$ cat src/rtl/mpq_pkg.sv
// Shared constants and types for the unsorted max priority queue.
`default_nettype none

package mpq_pkg;

  // store geometry
  localparam int DEPTH = 16;
  localparam int IDX_W = (DEPTH > 1) ? $clog2(DEPTH) : 1;
  localparam int CNT_W = $clog2(DEPTH + 1);

  // field widths
  localparam int KEY_W  = 32;
  localparam int FUNC_W = 2;
  localparam int STAT_W = 2;
  localparam int FILL_W = 5;

  // input and output bus widths
  localparam int S_DATA_W = 32;
  localparam int S_USER_W = 8;
  localparam int M_DATA_W = 40;
  localparam int M_USER_W = 8;

  typedef logic signed [KEY_W-1:0] key_t;
  typedef logic [IDX_W-1:0]        idx_t;
  typedef logic [CNT_W-1:0]        cnt_t;

  // operation codes
  localparam logic [FUNC_W-1:0] FN_INSERT = 2'd0;
  localparam logic [FUNC_W-1:0] FN_REMOVE = 2'd1;
  localparam logic [FUNC_W-1:0] FN_PEEK   = 2'd2;

  // status codes
  localparam logic [STAT_W-1:0] STAT_OK    = 2'd0;
  localparam logic [STAT_W-1:0] STAT_EMPTY = 2'd1;
  localparam logic [STAT_W-1:0] STAT_FULL  = 2'd2;

endpackage

`default_nettype wire

$ cat src/rtl/max_priority_queue_unsorted_unit.sv
// Top level: max priority queue over an unsorted key store with a serial max scan.
`default_nettype none

// Channel  | Dir | Fields
// s_axis   | in  | tdata: key_in[31:0]; tuser: func[1:0]
// m_axis   | out | tdata: key_out[31:0], fill[36:32]; tuser: status[1:0]
//
// Insert, rejected ops and unused codes: result valid in the cycle after the transfer.
// Remove and peek over n held keys: result registered once the last entry is folded in; the
// single comparator walks the store one entry per cycle through its read port.
// One item at a time: s_tready is high only when idle and no result is pending.
// A stalled result holds on m_tdata/m_tuser until taken.
// Reset clears the fill count and the sequencer; store contents are left as is.

module max_priority_queue_unsorted_unit (
  input  wire logic                         clk,
  input  wire logic                         rst,
  input  wire logic                         s_tvalid,
  output      logic                         s_tready,
  input  wire logic [mpq_pkg::S_DATA_W-1:0] s_tdata,  // key_in[31:0]
  input  wire logic [mpq_pkg::S_USER_W-1:0] s_tuser,  // func[1:0], zeros above
  output      logic                         m_tvalid,
  input  wire logic                         m_tready,
  output      logic [mpq_pkg::M_DATA_W-1:0] m_tdata,  // key_out[31:0], fill[36:32], zeros
  output      logic [mpq_pkg::M_USER_W-1:0] m_tuser   // status[1:0], zeros above
);

  localparam logic [1:0] ST_IDLE = 2'd0;
  localparam logic [1:0] ST_SCAN = 2'd1;
  localparam logic [1:0] ST_OUT  = 2'd2;

  logic [1:0]                   state;
  mpq_pkg::cnt_t                count;
  logic [mpq_pkg::FUNC_W-1:0]   op;

  // scan read side
  mpq_pkg::idx_t                rd_idx;
  logic                         rd_busy;
  mpq_pkg::key_t                rd_data;
  logic                         data_vld;
  mpq_pkg::idx_t                data_idx;

  // running maximum
  mpq_pkg::key_t                best_key;
  mpq_pkg::idx_t                best_idx;
  mpq_pkg::key_t                best_key_next;
  mpq_pkg::idx_t                best_idx_next;

  // result register
  logic [mpq_pkg::STAT_W-1:0]   out_status;
  mpq_pkg::key_t                out_key;
  logic [mpq_pkg::FILL_W-1:0]   out_fill;

  // store write port
  logic                         wr_en;
  mpq_pkg::idx_t                wr_addr;
  mpq_pkg::key_t                wr_data;

  mpq_pkg::key_t                key_mem [mpq_pkg::DEPTH];

  logic [mpq_pkg::FUNC_W-1:0]   in_func;
  mpq_pkg::key_t                in_key;
  logic                         in_xfer;
  mpq_pkg::cnt_t                cnt_m1;
  mpq_pkg::idx_t                last_idx;
  logic                         take_cur;
  logic                         scan_last;
  logic                         is_full;

  assign in_func  = s_tuser[mpq_pkg::FUNC_W-1:0];
  assign in_key   = $signed(s_tdata[mpq_pkg::KEY_W-1:0]);
  assign s_tready = (state == ST_IDLE);
  assign in_xfer  = s_tvalid && s_tready;
  assign cnt_m1   = count - mpq_pkg::CNT_W'(1);
  assign last_idx = cnt_m1[mpq_pkg::IDX_W-1:0];
  assign is_full  = (count == mpq_pkg::CNT_W'(mpq_pkg::DEPTH));

  // compare stage: later entries win ties
  assign take_cur      = (data_idx == '0) || !(best_key > rd_data);
  assign best_key_next = take_cur ? rd_data  : best_key;
  assign best_idx_next = take_cur ? data_idx : best_idx;
  assign scan_last     = data_vld && (data_idx == last_idx);

  // write port select: append on insert, back-fill the hole on remove
  always_comb begin
    wr_en   = 1'b0;
    wr_addr = count[mpq_pkg::IDX_W-1:0];
    wr_data = in_key;
    if (state == ST_IDLE) begin
      wr_en = in_xfer && (in_func == mpq_pkg::FN_INSERT) && !is_full;
    end else if (state == ST_SCAN) begin
      wr_en   = scan_last && (op == mpq_pkg::FN_REMOVE);
      wr_addr = best_idx_next;
      wr_data = rd_data;
    end
  end

  // key store, registered read
  always_ff @(posedge clk) begin
    if (wr_en) begin
      key_mem[wr_addr] <= wr_data;
    end
    rd_data <= key_mem[rd_idx];
  end

  // sequencer
  always_ff @(posedge clk) begin
    if (rst) begin
      state    <= ST_IDLE;
      count    <= '0;
      rd_busy  <= 1'b0;
      data_vld <= 1'b0;
    end else begin
      unique case (state)
        ST_IDLE: begin
          if (in_xfer) begin
            op         <= in_func;
            out_key    <= '0;
            out_status <= mpq_pkg::STAT_OK;
            out_fill   <= mpq_pkg::FILL_W'(count);
            state      <= ST_OUT;
            if (in_func == mpq_pkg::FN_INSERT) begin
              if (is_full) begin
                out_status <= mpq_pkg::STAT_FULL;
              end else begin
                count    <= count + mpq_pkg::CNT_W'(1);
                out_fill <= mpq_pkg::FILL_W'(count + mpq_pkg::CNT_W'(1));
              end
            end else if (in_func == mpq_pkg::FN_REMOVE || in_func == mpq_pkg::FN_PEEK) begin
              if (count == '0) begin
                out_status <= mpq_pkg::STAT_EMPTY;
              end else begin
                rd_idx  <= '0;
                rd_busy <= 1'b1;
                state   <= ST_SCAN;
              end
            end
          end
        end
        ST_SCAN: begin
          // issue one read per cycle
          data_vld <= rd_busy;
          data_idx <= rd_idx;
          if (rd_busy) begin
            if (rd_idx == last_idx) begin
              rd_busy <= 1'b0;
            end else begin
              rd_idx <= rd_idx + mpq_pkg::IDX_W'(1);
            end
          end
          // fold in the returned key
          if (data_vld) begin
            best_key <= best_key_next;
            best_idx <= best_idx_next;
          end
          if (scan_last) begin
            data_vld <= 1'b0;
            out_key  <= best_key_next;
            state    <= ST_OUT;
            if (op == mpq_pkg::FN_REMOVE) begin
              count    <= cnt_m1;
              out_fill <= mpq_pkg::FILL_W'(cnt_m1);
            end
          end
        end
        ST_OUT: begin
          if (m_tready) begin
            state <= ST_IDLE;
          end
        end
        default: begin
          state <= ST_IDLE;
        end
      endcase
    end
  end

  // result bus
  assign m_tvalid = (state == ST_OUT);
  assign m_tdata  = {{(mpq_pkg::M_DATA_W - mpq_pkg::KEY_W - mpq_pkg::FILL_W){1'b0}},
                     out_fill, out_key};
  assign m_tuser  = {{(mpq_pkg::M_USER_W - mpq_pkg::STAT_W){1'b0}}, out_status};

endmodule

`default_nettype wire

$ cat config.mk
export PLATFORM = sky130hd
export DESIGN_NAME = max_priority_queue_unsorted_unit
export DESIGN_NICKNAME = d
export VERILOG_FILES = /design/src/rtl/mpq_pkg.sv /design/src/rtl/max_priority_queue_unsorted_unit.sv
export SDC_FILE = /design/constraint.sdc
export NUM_CORES = 1
export LEC_CHECK = 0
export BUFFER_PORTS_ARGS = -buffer_cell sky130_fd_sc_hd__buf_4
export CAP_MARGIN = 40
export CORE_ASPECT_RATIO = 0.9
export CORE_UTILIZATION = 40
export DETAILED_ROUTE_END_ITERATION = 10
export HOLD_SLACK_MARGIN = 0.05
export PLACE_DENSITY_LB_ADDON = 0.2
export SKIP_LAST_GASP = 1
export SYNTH_ARGS = -nofsm -noshare
export SYNTH_HDL_FRONTEND = slang
export SYNTH_SLANG_ARGS = --single-unit
$ cat constraint.sdc
create_clock -name clk -period 10.04 [get_ports clk]
set_input_delay 1.004 -clock clk [delete_from_list [all_inputs] [get_ports clk]]
set_output_delay 1.004 -clock clk [all_outputs]
set_load 0.05 [all_outputs]
==> results.yml, run 1 <==
outcome:
  status: "finished clean"
clock_network:
  cts_resized: 0
  post_cts_buffers: 0
  clkTransAtPathRegs_ns: 0.05
  cts_hold_buffers: 0
  clk_latency_ns: 0.60
  max-clock-path-buffers: 3
  cts.sinks: 638
  cts-htree-levels: 3
  root_buffer: "clkbuf_16"
  cts_tree: "done"
  cts_buffers: 70
cells_and_area:
  nNetsFinal: 1521
  syn_to_final_growth_pct: 16.7
  final_area_um2: 29500
  drive_above_1_share_pct: 28.8
critical_path:
  crit_top_cell: "buf_4"
  critPathKind: "flip-flop to flip-flop"
  ff2ff_setup_slack_ns: 5.26
  cp.arrival_ns: 5.00
  r2r-end: "key_mem[0][20]$_DFFE_PP_"
  path_buf_inv: 3
  r2r_start: "rd_data[7]$_DFF_P_"
  crit_required_ns: 10.26
  path_cells: "inv_1, ha_1, a21oi_1, o21ai_0, a221o_1, o31ai_1, nand4b_1, nand4_1, nand3_1, nor4_2, buf_4, buf_4"
  end_kind: "flip-flop"
  cp_slowest_stage_delay_ns: 0.60
  critical_path.slowest_cell: "nor4_2"
  cp_top_family: "simple AND/OR/NAND/NOR gates"
  crit_path_start_kind: "flip-flop"
  rr_worst_depth: 12
  path_max_fanout: 27
floorplan:
  io_pins: 94
  initial_core_util_pct: 40.4
  dieWidth_um: 267
  row_count: 87
  die_y_um: 241
  coreArea_um2: 62600
  dieArea_um2: 64300
synthesis:
  synth_cell_types: 51
  ys_seq_elements: 638
  synth_area_um2: 25300
  avgSynthCellArea_um2: 19.5
  async_reset_ff_share_pct: 0
  yosysWarnings: 0
  synth-main-ff-cell: "edfxtp_1"
  synth_seq_area_share_pct: 74.1
  synth_cells: 1299
  synth_edf_count: 597
power_and_ir_drop:
  combPwrFrac_pct: 3.3
  clkPwrFrac_pct: 44.2
  p_leak_nw: 9.78
  seqPwrFrac_pct: 52.5
  powerDensity_nw_per_um2: 190
  ir_worst_vdd_v: 0.0000946
  total_power_mw: 5.60
  swShare_pct: 20.4
  p_int_mw: 4.46
  p_sw_mw: 1.14
global_route:
  antenna_found_initial: 3
  grt_max_degree: 133
  grtUsageTotal_pct: 18.4
  first_global_vias: 12900
  grt-ovfl-total: 0
  grt_pass1_wl_mm: 85.1
timing:
  setup_viol: 0
  fin_crit_sh_pct: 47.6
  finalSetupTns_ns: 0
  period_needed_ns: 4.78
  fin_worst_skew_ns: 0.0174
  fmax_ghz: 0.209
  worst_slew_pin_slew_ns: 0.944
  rsz0062_at_grt: "false"
  drv_slew: 0
  maxSlewHeadroom_pct: 36.4
  hold_viol_final: 0
placement:
  place_area_um2: 27300
  port_buffers: 78
  gp_congestion: 0.821
  dpl.hpwl_mm: 29.3
detailed_routing:
  dr.pass1.iters: 5
  route.detailed.drc: 0
  wl_mm: 57.0
  first_iter_violations: 1118
  vias: 12500
  drt.antenna.violating_nets: 0
  avgRoutedWirePerCell_um: 24.3
  viasPerCell: 5.34
hold_path:
  holdPathEnd: "rd_busy$_SDFFE_PP0P_"
  hold-path-cell-count: 2
  hp-class: "flip-flop to flip-flop"
  hp-start: "rd_busy$_SDFFE_PP0P_"
job:
  max_cap_violations: 0
[per-layer routing]
layer | vias to the layer above | GRT usage [%] | routed length, um
met5 | - | 0 | 0
met1 | 6630 | 26.6 | 26500
met4 | 0 | 4.67 | 977
li1 | 5536 | - | -
met3 | 76 | 3.67 | 2800
met2 | 280 | 28.7 | 26800
[final cells by class]
cell class	instances	area (um2)
Antenna cell	2	5.00
Clock buffer	99	2010
Clock inverter	29	223
Fill cell	5249	33100
Inverter	40	150
Multi-Input combinational cell	549	6210
Sequential cell	638	18700
Tap cell	845	1060
Timing Repair Buffer	142	1130
[flip-flops by register name (all words and copies together) (netlist names), 4 cells and up]
| signal | flops |
|---|---|
| best_idx | 4 |
| best_key | 32 |
| count | 5 |
| data_idx | 4 |
| key_mem | 512 |
| out_fill | 5 |
| out_key | 32 |
| rd_data | 32 |
| rd_idx | 4 |
[synthesized netlist by cell type, drive strengths merged (2+ instances only)]
master,instances,area [um2]
nor2,20,75.1
a21oi,22,114
xnor2,8,70.1
and3,5,31.3
nand4,13,81.3
ha,36,450
a21o,6,46.3
a2111oi,2,36.3
edfxtp,597,17900
nand2,53,199
o211ai,4,30.0
nor4,20,138
mux4,160,3600
nor2b,5,31.3
o22ai,2,12.5
clkbuf,53,199
nand2b,5,31.3
and2,35,219
buf,27,151
nor3,4,20.0
a211oi,2,15.0
o21ai,96,480
nand3,9,45.0
inv,40,150
or3,2,12.5
o31ai,3,22.5
dfxtp,41,821
xor2,9,78.8
nand4b,2,17.5
mux2,5,56.3
[power by group through the flow]
stage	Combinational, mW	Sequential [mW]	Clock [mW]
after global placement	0.181	3.00	0
after floorplan	0.0886	3.02	0
final	0.186	2.94	2.48
after CTS	0.188	2.94	2.53
after global routing	0.202	2.94	2.65
after detailed placement	0.187	3.00	0
[placed cells by master (no fill, tap or decap), types with 3 or more instances in the layout]
| cell | Yosys | routed |
|---|---|---|
| o211ai_1 | 4 | 4 |
| and2_1 | 35 | 34 |
| buf_4 | 9 | 136 |
| nor2b_1 | 5 | 4 |
| nor4_2 | 2 | 16 |
| nor2_1 | 20 | 20 |
| bufinv_16 | 0 | 3 |
| xnor2_1 | 8 | 8 |
| nand3_1 | 9 | 9 |
| clkinv_2 | 0 | 10 |
| inv_1 | 40 | 40 |
| mux4_2 | 160 | 160 |
| xor2_1 | 9 | 9 |
| nor4_1 | 18 | 3 |
| and3_1 | 5 | 5 |
| a21o_1 | 5 | 5 |
| clkbuf_16 | 0 | 74 |
| edfxtp_1 | 597 | 597 |
| a21oi_1 | 21 | 20 |
| conb_1 | 1 | 9 |
| o21ai_0 | 89 | 89 |
| nand2b_1 | 5 | 4 |
| o21ai_1 | 7 | 7 |
| mux2_2 | 5 | 5 |
| dfxtp_1 | 41 | 41 |
| nand4_1 | 13 | 13 |
| nor3_1 | 4 | 4 |
| clkbuf_8 | 0 | 6 |
| o31ai_1 | 3 | 3 |
| clkbuf_1 | 53 | 19 |
| buf_12 | 0 | 4 |
| ha_1 | 36 | 36 |
| clkinv_1 | 0 | 13 |
| nand2_1 | 53 | 53 |
[logic make-up after synthesis]
kind of cell / count (synthesis) / share of synthesized area, %
compound gates: 144 / 3.26
fa+ha+maj: 36 / 1.78
buf+inv: 120 / 1.98
xor+xnor: 18 / 0.678
other cells: 1 / 0.0148
flops: 638 / 74.1
simple gates: 176 / 3.67
mux: 166 / 14.5
[worst register-to-register path: cells and delay by family, from the launching register on]
kind / cells / cell delay (ns)
AOI/OAI and AO/OA: 4 / 1.14
adders and majority gates: 1 / 0.34
buffers and inverters: 3 / 1.07
DFF: 1 / 0.29
and+or+nand+nor: 4 / 1.54
[stage by stage]
step                worst slack, ns  cells  util [%]  hold WS (ns)
floorplan                      3.91   1307         -         0.424
global placement               4.92   2209      43.5         0.479
detailed placement             5.29   2213      43.6         0.500
CTS                            5.23   2341      47.2         0.508
global route                   5.00   2342      47.2         0.561
finish                         5.26   2344      47.2         0.500
[worst max path at each step]
stage | cells past startpoint | startpoint | to
global placement | 11 | rd_data[7]$_DFF_P_ | key_mem[0][19]$_DFFE_PP_
CTS | 12 | rd_data[7]$_DFF_P_ | key_mem[0][22]$_DFFE_PP_
global route | 12 | rd_data[12]$_DFF_P_ | key_mem[0][20]$_DFFE_PP_
detailed placement | 12 | rd_data[7]$_DFF_P_ | key_mem[0][20]$_DFFE_PP_
floorplan | 11 | best_key[14]$_DFFE_PP_ | key_mem[12][0]$_DFFE_PP_
finish | 12 | rd_data[7]$_DFF_P_ | key_mem[0][20]$_DFFE_PP_
Power figures use the tool's default switching activity.
==> inputs of run 2 (changes only) <==
Clock period 10.04 ns to 4.07 ns, I/O delays scaled along.
==> results.yml, run 2 (synthesis results as in run 1) <==
floorplan:
  dieWidth_um: 267
  dieArea_um2: 64300
  initial_core_util_pct: 40.4
  coreArea_um2: 62600
  die_y_um: 241
  row_count: 87
  io_pins: 94
global_route:
  gr-max-usage-layer: "met2"
  grt_max_degree: 72
  gr-usage-met1_pct: 28.3
  met3_usage_pct: 3.13
  first_global_vias: 13100
  grt_pass1_wl_mm: 87.0
  antenna_found_initial: 5
  met2_usage_pct: 28.4
  grtUsageTotal_pct: 18.8
  grt-ovfl-total: 0
clock_network:
  max-clock-path-buffers: 3
  clk_latency_ns: 0.59
  cts_tree: "done"
  cts.sinks: 638
  clkTransAtPathRegs_ns: 0.07
  root_buffer: "clkbuf_16"
  cts_buffers: 69
  cts-htree-levels: 3
timing:
  fin_worst_skew_ns: 0.0172
  drv_slew: 0
  worst_slew_pin_slew_ns: 0.899
  maxSlewHeadroom_pct: 39.5
  finalSetupTns_ns: 0
  rsz0062_at_grt: "false"
  holdWs_ns: 0.110
  setup_viol: 0
  period_needed_ns: 3.85
  fmax_ghz: 0.260
  hold_viol_final: 0
  fin_crit_sh_pct: 94.6
detailed_routing:
  route.detailed.drc: 0
  vias: 12900
  dr.pass1.iters: 6
  viasPerCell: 5.38
  drt.antenna.violating_nets: 0
  first_iter_violations: 1244
  avgRoutedWirePerCell_um: 24.4
  wl_mm: 58.5
outcome:
  status: "finished clean"
placement:
  place_area_um2: 28100
  dpl.hpwl_mm: 35.9
  gp_congestion: 0.778
  port_buffers: 78
critical_path:
  critical_path.slowest_cell: "and3_1"
  rr_worst_depth: 10
  ff2ff_setup_slack_ns: 0.22
  r2r-end: "key_mem[3][6]$_DFFE_PP_"
  r2r_start: "best_key[7]$_DFFE_PP_"
  path_cells: "ha_1, a21oi_1, o21ai_0, a221o_1, o31ai_4, and4b_1, o211ai_1, and3_1, nor4_4, buf_4"
  cp_slowest_stage_delay_ns: 0.50
  critPathKind: "flip-flop to flip-flop"
  end_kind: "flip-flop"
  path_max_fanout: 11
  cp.arrival_ns: 4.11
  crit_required_ns: 4.33
  crit_path_start_kind: "flip-flop"
cells_and_area:
  layout_commonest_cell: "edfxtp_1"
  syn_to_final_growth_pct: 20.2
  final_cell_mix: "edfxtp_1 (597), buf_4 (175), mux4_2 (160), o21ai_0 (84), clkbuf_16 (72)"
  largest-register: "key_mem"
  antenna_cells: 0
  final_area_um2: 30400
  nNetsFinal: 1577
  fin_util_pct: 48.6
  drive_above_1_share_pct: 32.0
  largest_reg_flops: 512
hold_path:
  holdPathEnd: "state[1]$_SDFFE_PP0P_"
  hp-class: "input pin to flip-flop"
  hp-start: "m_tready"
  hold-path-cell-count: 4
power_and_ir_drop:
  p_leak_nw: 10.1
  ir_worst_vdd_v: 0.000246
  powerDensity_nw_per_um2: 461
job:
  max_cap_violations: 0
## run 2: cell count changes in the layout (fill, tap and decap cells not counted), moves of 4 or more
cell	change
buf_4	+39
nor4_2	-14
o21ai_1	+5
clkinv_1	-7
bufinv_16	+4
buf_12	+14
o21ai_0	-5
nor4_4	+15
## run 2: area by class of cell
class                      instances  area (um2)
clock buffer                      95        1920
clock inverter                    31         357
fill                            5167       32200
inverter                          40         150
multi-input combinational        549        6390
sequential                       638       18700
tap                              845        1060
timing repair buffer             199        1780
## run 2: repair_timing
| action | in CTS | in global routing |
|---|---|---|
| endpoints found under the hold margin | 2 | 0 |
| endpoints found under the setup margin | 0 | 1 |
| setup buffers | 0 | 0 |
| resized for setup | 0 | 1 |
| hold buffers | 2 | 0 |
## run 2: worst max-delay path by stage
stage	end	startpoint	cells after the start	slack, ns
after global placement	key_mem[1][21]$_DFFE_PP_	best_key[7]$_DFFE_PP_	11	0.17
after CTS	key_mem[3][6]$_DFFE_PP_	best_key[7]$_DFFE_PP_	10	0.13
after detailed placement	key_mem[3][13]$_DFFE_PP_	best_key[7]$_DFFE_PP_	10	0.17
after global routing	key_mem[11][8]$_DFFE_PP_	best_key[7]$_DFFE_PP_	11	0.003
after floorplan	key_mem[0][0]$_DFFE_PP_	best_key[1]$_DFFE_PP_	10	-0.70
final	key_mem[3][6]$_DFFE_PP_	best_key[7]$_DFFE_PP_	10	0.22
## run 2: per-layer routing
metal | vias to the layer above | routed length [um]
met5 | - | 0
li1 | 5657 | -
met3 | 57 | 3680
met4 | 0 | 812
met2 | 364 | 26700
met1 | 6814 | 27400
## run 2: power breakdown
part           switching (mW)  internal (mW)
logic                   0.339          0.158
registers              0.0154           7.23
clock network            2.52           3.76
total                    2.87           11.2
## run 2: through the flow
| stage | instances | power (mW) | worst slack [ns] |
|---|---|---|---|
| after floorplan | 1307 | 7.67 | -0.700 |
| after global placement | 2260 | 7.87 | 0.172 |
| after detailed placement | 2268 | 7.89 | 0.171 |
| after CTS | 2396 | 14.2 | 0.135 |
| after global routing | 2397 | 14.4 | 0.00312 |
| final | 2397 | 14.0 | 0.218 |
## run 2: worst max-delay path, delay by kind of cell, from the launching register on
| kind | cells | cell delay, ns |
|---|---|---|
| simple gates | 3 | 1.33 |
| compound gates | 5 | 1.13 |
| flops | 1 | 0.39 |
| fa+ha+maj | 1 | 0.33 |
| buf+inv | 1 | 0.32 |
